--- src/rtl/core/rhds_pkg.sv ---
// ============================================================================
// rhds_pkg
// Shared types, constants and the 1/(2i) reciprocal table for the radial
// heat diffusion step unit.
// ============================================================================
`default_nettype none

package rhds_pkg;

    // Profile geometry
    localparam int NUM_POINTS = 32;
    localparam int ADDR_W     = $clog2(NUM_POINTS);

    // Reset temperatures, signed Q8.8
    localparam logic signed [15:0] AMBIENT_Q88 = 16'sd3840;
    localparam logic signed [15:0] CENTRE_Q88  = 16'sd6144;

    // Configuration
    localparam logic [15:0] GAIN_RESET = 16'd954;
    localparam int          PADDR_W    = 3;
    localparam logic        REG_GAIN   = 1'b0;

    // Command codes
    localparam logic CMD_LOAD = 1'b0;
    localparam logic CMD_STEP = 1'b1;

    typedef enum logic [2:0] {
        S_IDLE,
        S_RD,
        S_LOAD,
        S_C2,
        S_LAP,
        S_DIF,
        S_ROUND
    } t_state;

    typedef struct packed {
        logic                     wr_en;
        logic [ADDR_W-1:0]        wr_addr;
        logic signed [15:0]       wr_data;
        logic                     rd_en;
        logic [ADDR_W-1:0]        rd_addr;
    } t_mem_req;

    // Unsigned Q0.16 value of 1/(2i), rounded half up
    function automatic logic [15:0] recip_half(input logic [5:0] idx);
        logic [15:0] r;
        case (idx)
            6'd1:  r = 16'd32768;
            6'd2:  r = 16'd16384;
            6'd3:  r = 16'd10923;
            6'd4:  r = 16'd8192;
            6'd5:  r = 16'd6554;
            6'd6:  r = 16'd5461;
            6'd7:  r = 16'd4681;
            6'd8:  r = 16'd4096;
            6'd9:  r = 16'd3641;
            6'd10: r = 16'd3277;
            6'd11: r = 16'd2979;
            6'd12: r = 16'd2731;
            6'd13: r = 16'd2521;
            6'd14: r = 16'd2341;
            6'd15: r = 16'd2185;
            6'd16: r = 16'd2048;
            6'd17: r = 16'd1928;
            6'd18: r = 16'd1820;
            6'd19: r = 16'd1725;
            6'd20: r = 16'd1638;
            6'd21: r = 16'd1560;
            6'd22: r = 16'd1489;
            6'd23: r = 16'd1425;
            6'd24: r = 16'd1365;
            6'd25: r = 16'd1311;
            6'd26: r = 16'd1260;
            6'd27: r = 16'd1214;
            6'd28: r = 16'd1170;
            6'd29: r = 16'd1130;
            6'd30: r = 16'd1092;
            6'd31: r = 16'd1057;
            6'd32: r = 16'd1024;
            6'd33: r = 16'd993;
            6'd34: r = 16'd964;
            6'd35: r = 16'd936;
            6'd36: r = 16'd910;
            6'd37: r = 16'd886;
            6'd38: r = 16'd862;
            6'd39: r = 16'd840;
            6'd40: r = 16'd819;
            6'd41: r = 16'd799;
            6'd42: r = 16'd780;
            6'd43: r = 16'd762;
            6'd44: r = 16'd745;
            6'd45: r = 16'd728;
            6'd46: r = 16'd712;
            6'd47: r = 16'd697;
            6'd48: r = 16'd683;
            6'd49: r = 16'd669;
            6'd50: r = 16'd655;
            6'd51: r = 16'd643;
            6'd52: r = 16'd630;
            6'd53: r = 16'd618;
            6'd54: r = 16'd607;
            6'd55: r = 16'd596;
            6'd56: r = 16'd585;
            6'd57: r = 16'd575;
            6'd58: r = 16'd565;
            6'd59: r = 16'd555;
            6'd60: r = 16'd546;
            6'd61: r = 16'd537;
            6'd62: r = 16'd529;
            default: r = 16'd0;
        endcase
        return r;
    endfunction

endpackage

`default_nettype wire

--- src/rtl/core/radial_heat_diffusion_step_unit.sv ---
// ============================================================================
// radial_heat_diffusion_step_unit
// Radial FTCS heat diffusion on a Q8.8 temperature profile, one shared
// multiplier under a small sequencer.
// ============================================================================
`default_nettype none

// A load item (cmd 0) writes one profile point and gives no result; an index
// at or beyond NUM_POINTS is dropped. A step item (cmd 1) recomputes all
// NUM_POINTS points from the old profile and emits them in index order, last
// set on the outermost point. The input side is stalled for the whole step.
// A step first reads the first two points into the three-point window, then
// handles the centre (centre-term product, round), each interior point (load,
// radial coefficient, laplacian product, difference product, round) and
// finally the held outer point (load, round). The single multiplier is
// visited three times by an interior point (gain*recip for the radial
// coefficient, gain*laplacian, coefficient*difference), besides a load state
// for the memory read and a round, saturate and write-back state. Each result
// sits in an output register, so the sequencer only waits on the output when
// a new point is ready and the previous one has not been taken. After reset
// the profile reads 24.0 at the centre and 15.0 elsewhere, with no clearing
// pass. The gain register (unsigned Q0.16, reset 954) sits at APB address 0;
// the user must write it only while the block is idle; the block leaves this unchecked.

module radial_heat_diffusion_step_unit
    import rhds_pkg::*;
(
    input  wire logic               i_clk,
    input  wire logic               i_rst_n,

    // input items
    input  wire logic               i_valid,
    output logic                    o_stall,
    input  wire logic               i_cmd,
    input  wire logic [5:0]         i_point_index,
    input  wire logic signed [15:0] i_point_temperature,

    // result items
    output logic                    o_valid,
    input  wire logic               i_stall,
    output logic [5:0]              o_out_index,
    output logic signed [15:0]      o_out_temperature,
    output logic                    o_last,

    // configuration
    input  wire logic               psel,
    input  wire logic               penable,
    input  wire logic               pwrite,
    input  wire logic [PADDR_W-1:0] paddr,
    input  wire logic [31:0]        pwdata,
    output logic [31:0]             prdata,
    output logic                    pready
);

    t_state                 r_state, n_state;
    logic [ADDR_W-1:0]      r_pt, n_pt;         // point being computed
    logic [ADDR_W-1:0]      r_addr, n_addr;     // next address to read
    logic                   r_prime, n_prime;   // window still filling
    logic signed [15:0]     r_prev, n_prev;
    logic signed [15:0]     r_cur, n_cur;
    logic signed [15:0]     r_nxt, n_nxt;
    logic [15:0]            r_c2, n_c2;
    logic signed [35:0]     r_acc, n_acc;
    logic [15:0]            r_gain;

    logic                   r_out_valid, n_out_valid;
    logic [5:0]             r_out_index, n_out_index;
    logic signed [15:0]     r_out_temp, n_out_temp;
    logic                   r_out_last, n_out_last;

    t_mem_req               mem_req;
    logic signed [15:0]     mem_rd_data;
    logic signed [18:0]     mul_a;
    logic [15:0]            mul_b;
    logic signed [35:0]     mul_prod;

    logic signed [18:0]     op_lap;
    logic signed [18:0]     op_centre;
    logic signed [18:0]     op_dif;
    logic [31:0]            c2_sum;
    logic signed [35:0]     round_sum;
    logic signed [21:0]     new_sum;
    logic signed [15:0]     new_sat;
    logic                   out_free;
    logic                   pt_last;
    logic                   load_ok;

    rhds_profile_mem u_mem (
        .i_clk     (i_clk),
        .i_rst_n   (i_rst_n),
        .i_req     (mem_req),
        .o_rd_data (mem_rd_data)
    );

    rhds_mul u_mul (
        .i_a    (mul_a),
        .i_b    (mul_b),
        .o_prod (mul_prod)
    );

    // ---------------- configuration port ----------------
    assign pready = 1'b1;
    assign prdata = (paddr[2] == REG_GAIN) ? {16'd0, r_gain} : 32'd0;

    always_ff @(posedge i_clk) begin
        if (!i_rst_n) begin
            r_gain <= GAIN_RESET;
        end else if (psel && penable && pwrite && pready && paddr[2] == REG_GAIN) begin
            r_gain <= pwdata[15:0];
        end
    end

    // ---------------- window arithmetic ----------------
    // Laplacian, centre term and central difference from the old values.
    assign op_lap    = 19'(r_nxt) + 19'(r_prev) - (19'(r_cur) <<< 1);
    assign op_centre = (19'(r_nxt) - 19'(r_cur)) <<< 1;
    assign op_dif    = 19'(r_nxt) - 19'(r_prev);

    // Radial coefficient, rounded half up to Q0.16; never exceeds 32768.
    assign c2_sum    = mul_prod[31:0] + 32'd32768;

    // Round the Q8.24 increment half up to Q8.8, add the old value, saturate.
    assign round_sum = r_acc + 36'sd32768;
    assign new_sum   = 22'(r_cur) + 22'($signed(round_sum[35:16]));

    always_comb begin
        if (new_sum > 22'sd32767) begin
            new_sat = 16'sh7FFF;
        end else if (new_sum < -22'sd32768) begin
            new_sat = 16'sh8000;
        end else begin
            new_sat = new_sum[15:0];
        end
    end

    assign out_free = !r_out_valid || !i_stall;
    assign pt_last  = (r_pt == ADDR_W'(NUM_POINTS - 1));
    assign load_ok  = ({1'b0, i_point_index} < 7'(NUM_POINTS));

    // ---------------- sequencer ----------------
    always_comb begin
        n_state     = r_state;
        n_pt        = r_pt;
        n_addr      = r_addr;
        n_prime     = r_prime;
        n_prev      = r_prev;
        n_cur       = r_cur;
        n_nxt       = r_nxt;
        n_c2        = r_c2;
        n_acc       = r_acc;
        n_out_valid = r_out_valid && i_stall;
        n_out_index = r_out_index;
        n_out_temp  = r_out_temp;
        n_out_last  = r_out_last;
        mem_req     = '0;
        mul_a       = '0;
        mul_b       = '0;

        case (r_state)
            S_IDLE: begin
                if (i_valid) begin
                    if (i_cmd == CMD_STEP) begin
                        n_state = S_RD;
                        n_pt    = '0;
                        n_addr  = '0;
                        n_prime = 1'b1;
                    end else if (load_ok) begin
                        mem_req.wr_en   = 1'b1;
                        mem_req.wr_addr = i_point_index[ADDR_W-1:0];
                        mem_req.wr_data = i_point_temperature;
                    end
                end
            end

            S_RD: begin
                mem_req.rd_en   = 1'b1;
                mem_req.rd_addr = r_addr;
                if (r_addr != ADDR_W'(NUM_POINTS - 1)) begin
                    n_addr = r_addr + 1'b1;
                end
                n_state = S_LOAD;
            end

            S_LOAD: begin
                // advance the window by one old value
                n_prev = r_cur;
                n_cur  = r_nxt;
                n_nxt  = mem_rd_data;
                if (r_prime) begin
                    n_prime = 1'b0;
                    n_state = S_RD;
                end else if (r_pt == '0) begin
                    n_state = S_LAP;
                end else if (pt_last) begin
                    n_acc   = '0;
                    n_state = S_ROUND;
                end else begin
                    n_state = S_C2;
                end
            end

            S_C2: begin
                mul_a   = {3'b000, recip_half(6'(r_pt))};
                mul_b   = r_gain;
                n_c2    = c2_sum[31:16];
                n_state = S_LAP;
            end

            S_LAP: begin
                mul_a   = (r_pt == '0) ? op_centre : op_lap;
                mul_b   = r_gain;
                n_acc   = mul_prod;
                n_state = (r_pt == '0) ? S_ROUND : S_DIF;
            end

            S_DIF: begin
                mul_a   = op_dif;
                mul_b   = r_c2;
                n_acc   = r_acc + mul_prod;
                n_state = S_ROUND;
            end

            S_ROUND: begin
                // hold until the output register can take the point
                if (out_free) begin
                    n_out_valid     = 1'b1;
                    n_out_index     = 6'(r_pt);
                    n_out_temp      = new_sat;
                    n_out_last      = pt_last;
                    mem_req.wr_en   = 1'b1;
                    mem_req.wr_addr = r_pt;
                    mem_req.wr_data = new_sat;
                    if (pt_last) begin
                        n_state = S_IDLE;
                    end else begin
                        mem_req.rd_en   = 1'b1;
                        mem_req.rd_addr = r_addr;
                        if (r_addr != ADDR_W'(NUM_POINTS - 1)) begin
                            n_addr = r_addr + 1'b1;
                        end
                        n_pt    = r_pt + 1'b1;
                        n_state = S_LOAD;
                    end
                end
            end

            default: begin
                n_state = S_IDLE;
            end
        endcase
    end

    always_ff @(posedge i_clk) begin
        if (!i_rst_n) begin
            r_state <= S_IDLE;
        end else begin
            r_state <= n_state;
        end
    end

    always_ff @(posedge i_clk) begin
        if (!i_rst_n) begin
            r_pt        <= '0;
            r_addr      <= '0;
            r_prime     <= 1'b0;
            r_out_valid <= 1'b0;
        end else begin
            r_pt        <= n_pt;
            r_addr      <= n_addr;
            r_prime     <= n_prime;
            r_out_valid <= n_out_valid;
        end
    end

    always_ff @(posedge i_clk) begin
        r_prev      <= n_prev;
        r_cur       <= n_cur;
        r_nxt       <= n_nxt;
        r_c2        <= n_c2;
        r_acc       <= n_acc;
        r_out_index <= n_out_index;
        r_out_temp  <= n_out_temp;
        r_out_last  <= n_out_last;
    end

    assign o_stall           = (r_state != S_IDLE);
    assign o_valid           = r_out_valid;
    assign o_out_index       = r_out_index;
    assign o_out_temperature = r_out_temp;
    assign o_last            = r_out_last;

`ifndef SYNTHESIS
    a_step_starts: assert property (@(posedge i_clk) disable iff (!i_rst_n)
        (i_valid && !o_stall && i_cmd == CMD_STEP) |=> (r_state == S_RD && r_pt == '0))
        else $error("step item did not start the sequencer at point zero");

    a_round_holds: assert property (@(posedge i_clk) disable iff (!i_rst_n)
        (r_state == S_ROUND && r_out_valid && i_stall) |=>
            (r_state == S_ROUND && $stable(r_pt)))
        else $error("point advanced while the output register was full");

    a_next_point: assert property (@(posedge i_clk) disable iff (!i_rst_n)
        (o_valid && !o_last) |-> (7'(r_pt) == 7'(o_out_index) + 7'd1))
        else $error("point counter out of step with emitted index");

    a_last_index: assert property (@(posedge i_clk) disable iff (!i_rst_n)
        (o_valid && o_last) |-> (o_out_index == 6'(NUM_POINTS - 1)))
        else $error("last flag on a point other than the outermost");
`endif

endmodule

`default_nettype wire

--- src/rtl/core/rhds_mul.sv ---
// ============================================================================
// rhds_mul
// Shared signed by unsigned multiplier used by every product of a step.
// ============================================================================
`default_nettype none

module rhds_mul
    import rhds_pkg::*;
(
    input  wire logic signed [18:0] i_a,
    input  wire logic        [15:0] i_b,
    output logic signed      [35:0] o_prod
);

    assign o_prod = i_a * $signed({1'b0, i_b});

endmodule

`default_nettype wire

--- src/rtl/core/rhds_profile_mem.sv ---
// ============================================================================
// rhds_profile_mem
// Profile store: one write and one registered read per cycle, with a valid
// bit per entry so unwritten entries read as their reset temperature.
// ============================================================================
`default_nettype none

module rhds_profile_mem
    import rhds_pkg::*;
(
    input  wire logic               i_clk,
    input  wire logic               i_rst_n,
    input  wire t_mem_req           i_req,
    output logic signed [15:0]      o_rd_data
);

    logic signed [15:0]     r_mem [NUM_POINTS];
    logic [NUM_POINTS-1:0]  r_valid;
    logic signed [15:0]     r_rd_data;
    logic                   r_rd_valid;
    logic                   r_rd_centre;

    always_ff @(posedge i_clk) begin
        if (i_req.wr_en) begin
            r_mem[i_req.wr_addr] <= i_req.wr_data;
        end
        if (i_req.rd_en) begin
            r_rd_data <= r_mem[i_req.rd_addr];
        end
    end

    always_ff @(posedge i_clk) begin
        if (!i_rst_n) begin
            r_valid     <= '0;
            r_rd_valid  <= 1'b0;
            r_rd_centre <= 1'b0;
        end else begin
            if (i_req.wr_en) begin
                r_valid[i_req.wr_addr] <= 1'b1;
            end
            if (i_req.rd_en) begin
                r_rd_valid  <= r_valid[i_req.rd_addr];
                r_rd_centre <= (i_req.rd_addr == '0);
            end
        end
    end

    assign o_rd_data = r_rd_valid  ? r_rd_data  :
                       r_rd_centre ? CENTRE_Q88 : AMBIENT_Q88;

endmodule

`default_nettype wire
--- config.mk ---
export PLATFORM = sky130hd
export DESIGN_NAME = radial_heat_diffusion_step_unit
export DESIGN_NICKNAME = d
export VERILOG_FILES = /design/src/rtl/core/rhds_pkg.sv /design/src/rtl/core/radial_heat_diffusion_step_unit.sv /design/src/rtl/core/rhds_mul.sv /design/src/rtl/core/rhds_profile_mem.sv
export SDC_FILE = /design/constraint.sdc
export NUM_CORES = 2
export LEC_CHECK = 0
export ABC_AREA = 1
export BUFFER_PORTS_ARGS = -buffer_cell sky130_fd_sc_hd__buf_4
export CAP_MARGIN = 20
export CORE_MARGIN = 2
export CORE_UTILIZATION = 51
export DETAILED_ROUTE_END_ITERATION = 12
export PLACE_DENSITY_LB_ADDON = 0.2
export SLEW_MARGIN = 10
export SYNTH_ARGS = -nofsm -noshare
export SYNTH_HDL_FRONTEND = slang
export SYNTH_SLANG_ARGS = --single-unit
--- constraint.sdc ---
create_clock -name i_clk -period 25.4 [get_ports i_clk]
set_input_delay 1.27 -clock i_clk [delete_from_list [all_inputs] [get_ports i_clk]]
set_output_delay 1.27 -clock i_clk [all_outputs]
set_load 0.02 [all_outputs]
==> impl_metrics.env <==
export IMPL_synth_most_common_cell="nand2_1"
export IMPL_peakVddDrop_uv=65.9
export IMPL_yosysWarnings=0
export IMPL_grt_pass1_vias=36900
export IMPL_synth_common_cells="1117 x nand2_1, 874 x inv_1, 650 x edfxtp_1"
export IMPL_rsz0062_at_grt="no"
export IMPL_syn2layout_area_growth_pct=9.84
export IMPL_drt_total_wl_um=142000
export IMPL_yosys_area_share_adder_pct=18.1
export IMPL_cap_violations=0
export IMPL_insertion_delay_ns=0.66
export IMPL_root_buffer="clkbuf_16"
export IMPL_dr_wl_met2_um=65900
export IMPL_p_int_mw=2.13
export IMPL_yosys_area_share_simple_pct=18.2
export IMPL_synth_top_cell_area_share_pct=40.0
export IMPL_maxSlewHeadroom_pct=24.3
export IMPL_layout_worst_path_cycle_share_pct=43.9
export IMPL_final_cells=6855
export IMPL_die_y_um=313
export IMPL_cts_max_level=3
export IMPL_drt_pass1_iterations=6
export IMPL_grt_max_degree=188
export IMPL_ys_top_cells_by_area="edfxtp_1 40%, fa_1 13%, nand2_1 8.6%"
export IMPL_p_switching_mw=0.783
export IMPL_drive_above_1_share_pct=6.89
export IMPL_worstSetupPathType="reg2reg"
export IMPL_finish_utilization_pct=56.5
export IMPL_switching_share_pct=26.9
export IMPL_crit_path_max_incr_delay_ns=0.65
export IMPL_grt_overflow=0
export IMPL_synthArstFlopShare_pct=0
export IMPL_hpwlAfterDp_um=102000
export IMPL_routed_via_count=37700
export IMPL_arrival_ns=11.56
export IMPL_cts_resized=0
export IMPL_postSynthAreaPerCell_um2=8.96
export IMPL_seq_area_frac_synth_pct=43.3
export IMPL_nNetsFinal=6109
export IMPL_crit_slowest_cell="nand2_1"
export IMPL_crit_family="adder cells"
export IMPL_slew_violations=0
export IMPL_clock_sinks=731
export IMPL_yosys_area_top_type="edfxtp_1"
export IMPL_hold_viol=0
export IMPL_die_w_um=313
export IMPL_cts_buffer_depth=3
export IMPL_post_cts_buffers=0
export IMPL_gp_congestion=0.976
export IMPL_clock_skew_ns=0.0377
export IMPL_required_ns=25.80
export IMPL_dpl_cell_count=6708
export IMPL_layout_min_cycle_time_ns=11.16
export IMPL_clk_pin_slew_worst_paths_ns=0.06
export IMPL_share_comb_of_total_power_pct=12.9
export IMPL_ys_seq_elements=731
export IMPL_drcViolationCount=0
export IMPL_hold_class="reg2reg"
export IMPL_die_area_um2=98200
export IMPL_antenna_found_initial=2
export IMPL_port_buffers=86
export IMPL_netlist_instances=5449
export IMPL_grt_usage_pct=29.1
export IMPL_topRoutingLayerUsed="met4"
export IMPL_wl_met3_um=11100
export IMPL_drt_iter0_markers=3364
export IMPL_synthXorXnorAreaFrac_pct=1.47
export IMPL_clkPwrFrac_pct=40.8
export IMPL_tightest_slew_ns=1.13
export IMPL_ant_nets=0
export IMPL_power_mw=2.91
export IMPL_vias_per_cell=5.50
export IMPL_avgRoutedWirePerCell_um=20.7
export IMPL_start_util_pct=51.5
export IMPL_power_density_nw_per_um2=54.3
export IMPL_start_kind="flip-flop"
export IMPL_crit_path_end_kind="flip-flop"
export IMPL_hold_buffers=0
export IMPL_max_freq_mhz=89.6
export IMPL_cts_tree="yes"
export IMPL_grt_pass1_wl_um=217000
export IMPL_n_antenna_cell=0
export IMPL_pin_count=123
export IMPL_p_seq_share_pct=46.4
export IMPL_wl_met1_um=58600
export IMPL_finalSetupViolCount=0
export IMPL_synth_flop_cell="edfxtp_1"
export IMPL_synth_edf_count=650
export IMPL_setup_tns_ns=0
export IMPL_crit_fanout=9
export IMPL_synth_top_family_by_area="simple AND/OR/NAND/NOR gates"
export IMPL_synth_mux_area_share_pct=0
export IMPL_syn_area_um2=48800
export IMPL_synth_compound_area_share_pct=10.2
export IMPL_status="finished, final reports clean"
export IMPL_numCtsBuffers=77
export IMPL_worst_path_buf_inv=8
export IMPL_num_rows=113
export IMPL_leakagePower_nw=23.6
export IMPL_synth_cell_types=59
export IMPL_core_area_um2=94900
export IMPL_crit_top_cell="nand2_1"
## through the flow
stage	setup slack (ns)	hold WS (ns)	cell area, µm²
final	14.24	0.465	53600
after global routing	13.54	0.491	53600
after CTS	14.40	0.468	53600
after detailed placement	14.46	0.454	50900
after global placement	14.52	0.443	50800
after floorplan	16.54	0.433	48900
## power groups by stage
stage | sequential [mW] | combinational [mW] | clock [mW]
after floorplan | 1.36 | 0.255 | 0
after global placement | 1.37 | 0.366 | 0
after detailed placement | 1.37 | 0.368 | 0
after CTS | 1.35 | 0.370 | 1.20
after global routing | 1.35 | 0.412 | 1.25
final | 1.35 | 0.374 | 1.19
## cells by family (layout without fill, tap and decap cells)
family                   Yosys count  after routing
AO/OA/AOI/OAI                    873            873
XOR/XNOR                          81             81
adder cells (fa/ha/maj)          519            519
buffers and inverters           1079           1204
flip-flops                       731            731
other                              2             18
AND/OR/NAND/NOR                 2164           2164
## cells in the final DEF, fill, tap and decap left out, types with 67 or more instances in the layout
| cell | n |
|---|---|
| a21oi_1 | 275 |
| buf_4 | 157 |
| clkbuf_16 | 80 |
| dfxtp_1 | 80 |
| edfxtp_1 | 650 |
| fa_1 | 310 |
| ha_1 | 209 |
| inv_1 | 874 |
| nand2_1 | 1116 |
| nand3_1 | 229 |
| nor2_1 | 633 |
| o211ai_1 | 67 |
| o21ai_0 | 328 |
## layout make-up
type / instances / area [µm²]
flip-flops and latches: 731 / 21100
clock buffers: 91 / 2050
multi-input cells: 3655 / 23500
clock inverters: 53 / 629
fillers: 8519 / 41200
inverters: 896 / 3360
well taps: 1265 / 1580
repair buffers: 164 / 1310
## path summary, 6_finish.rpt
path,from,end,slack (ns),cells past startpoint
worst min register to register,u_mem.r_valid[23],u_mem.r_valid[23],0.47,2
worst max-delay path,r_cur[2],r_acc[35],14.24,46
worst max register to register,r_cur[2],r_acc[35],14.24,46
worst min-delay path,u_mem.r_valid[23],u_mem.r_valid[23],0.47,2
## registers in the layout (all words and copies together) (netlist names), named ones only
name / cells
r_cur: 16
r_state: 3
u_mem.r_valid: 32
r_gain: 16
u_mem.r_rd_centre: 1
o_valid: 1
u_mem.r_rd_valid: 1
o_last: 1
r_prime: 1
r_c2: 16
r_pt: 5
o_out_index: 5
u_mem.r_mem: 512
u_mem.r_rd_data: 16
r_nxt: 16
r_prev: 16
r_acc: 36
o_out_temperature: 16
r_addr: 5
## layer usage
layer	track usage (%)	up-vias
met2	47.0	1413
li1	-	17900
met4	12.3	0
met1	39.3	18200
met5	0	-
met3	4.51	250
## worst reg2reg max path: cells and delay by family, from the launching register on
kind / cells / cell delay (ns)
adder cells (fa/ha/maj): 10 / 4.78
AND/OR/NAND/NOR: 22 / 3.59
AO/OA/AOI/OAI: 5 / 1.33
buffers and inverters: 8 / 0.59
flip-flops: 1 / 0.49
XOR/XNOR: 1 / 0.13
No activity file was read; power rests on OpenSTA's default activity.
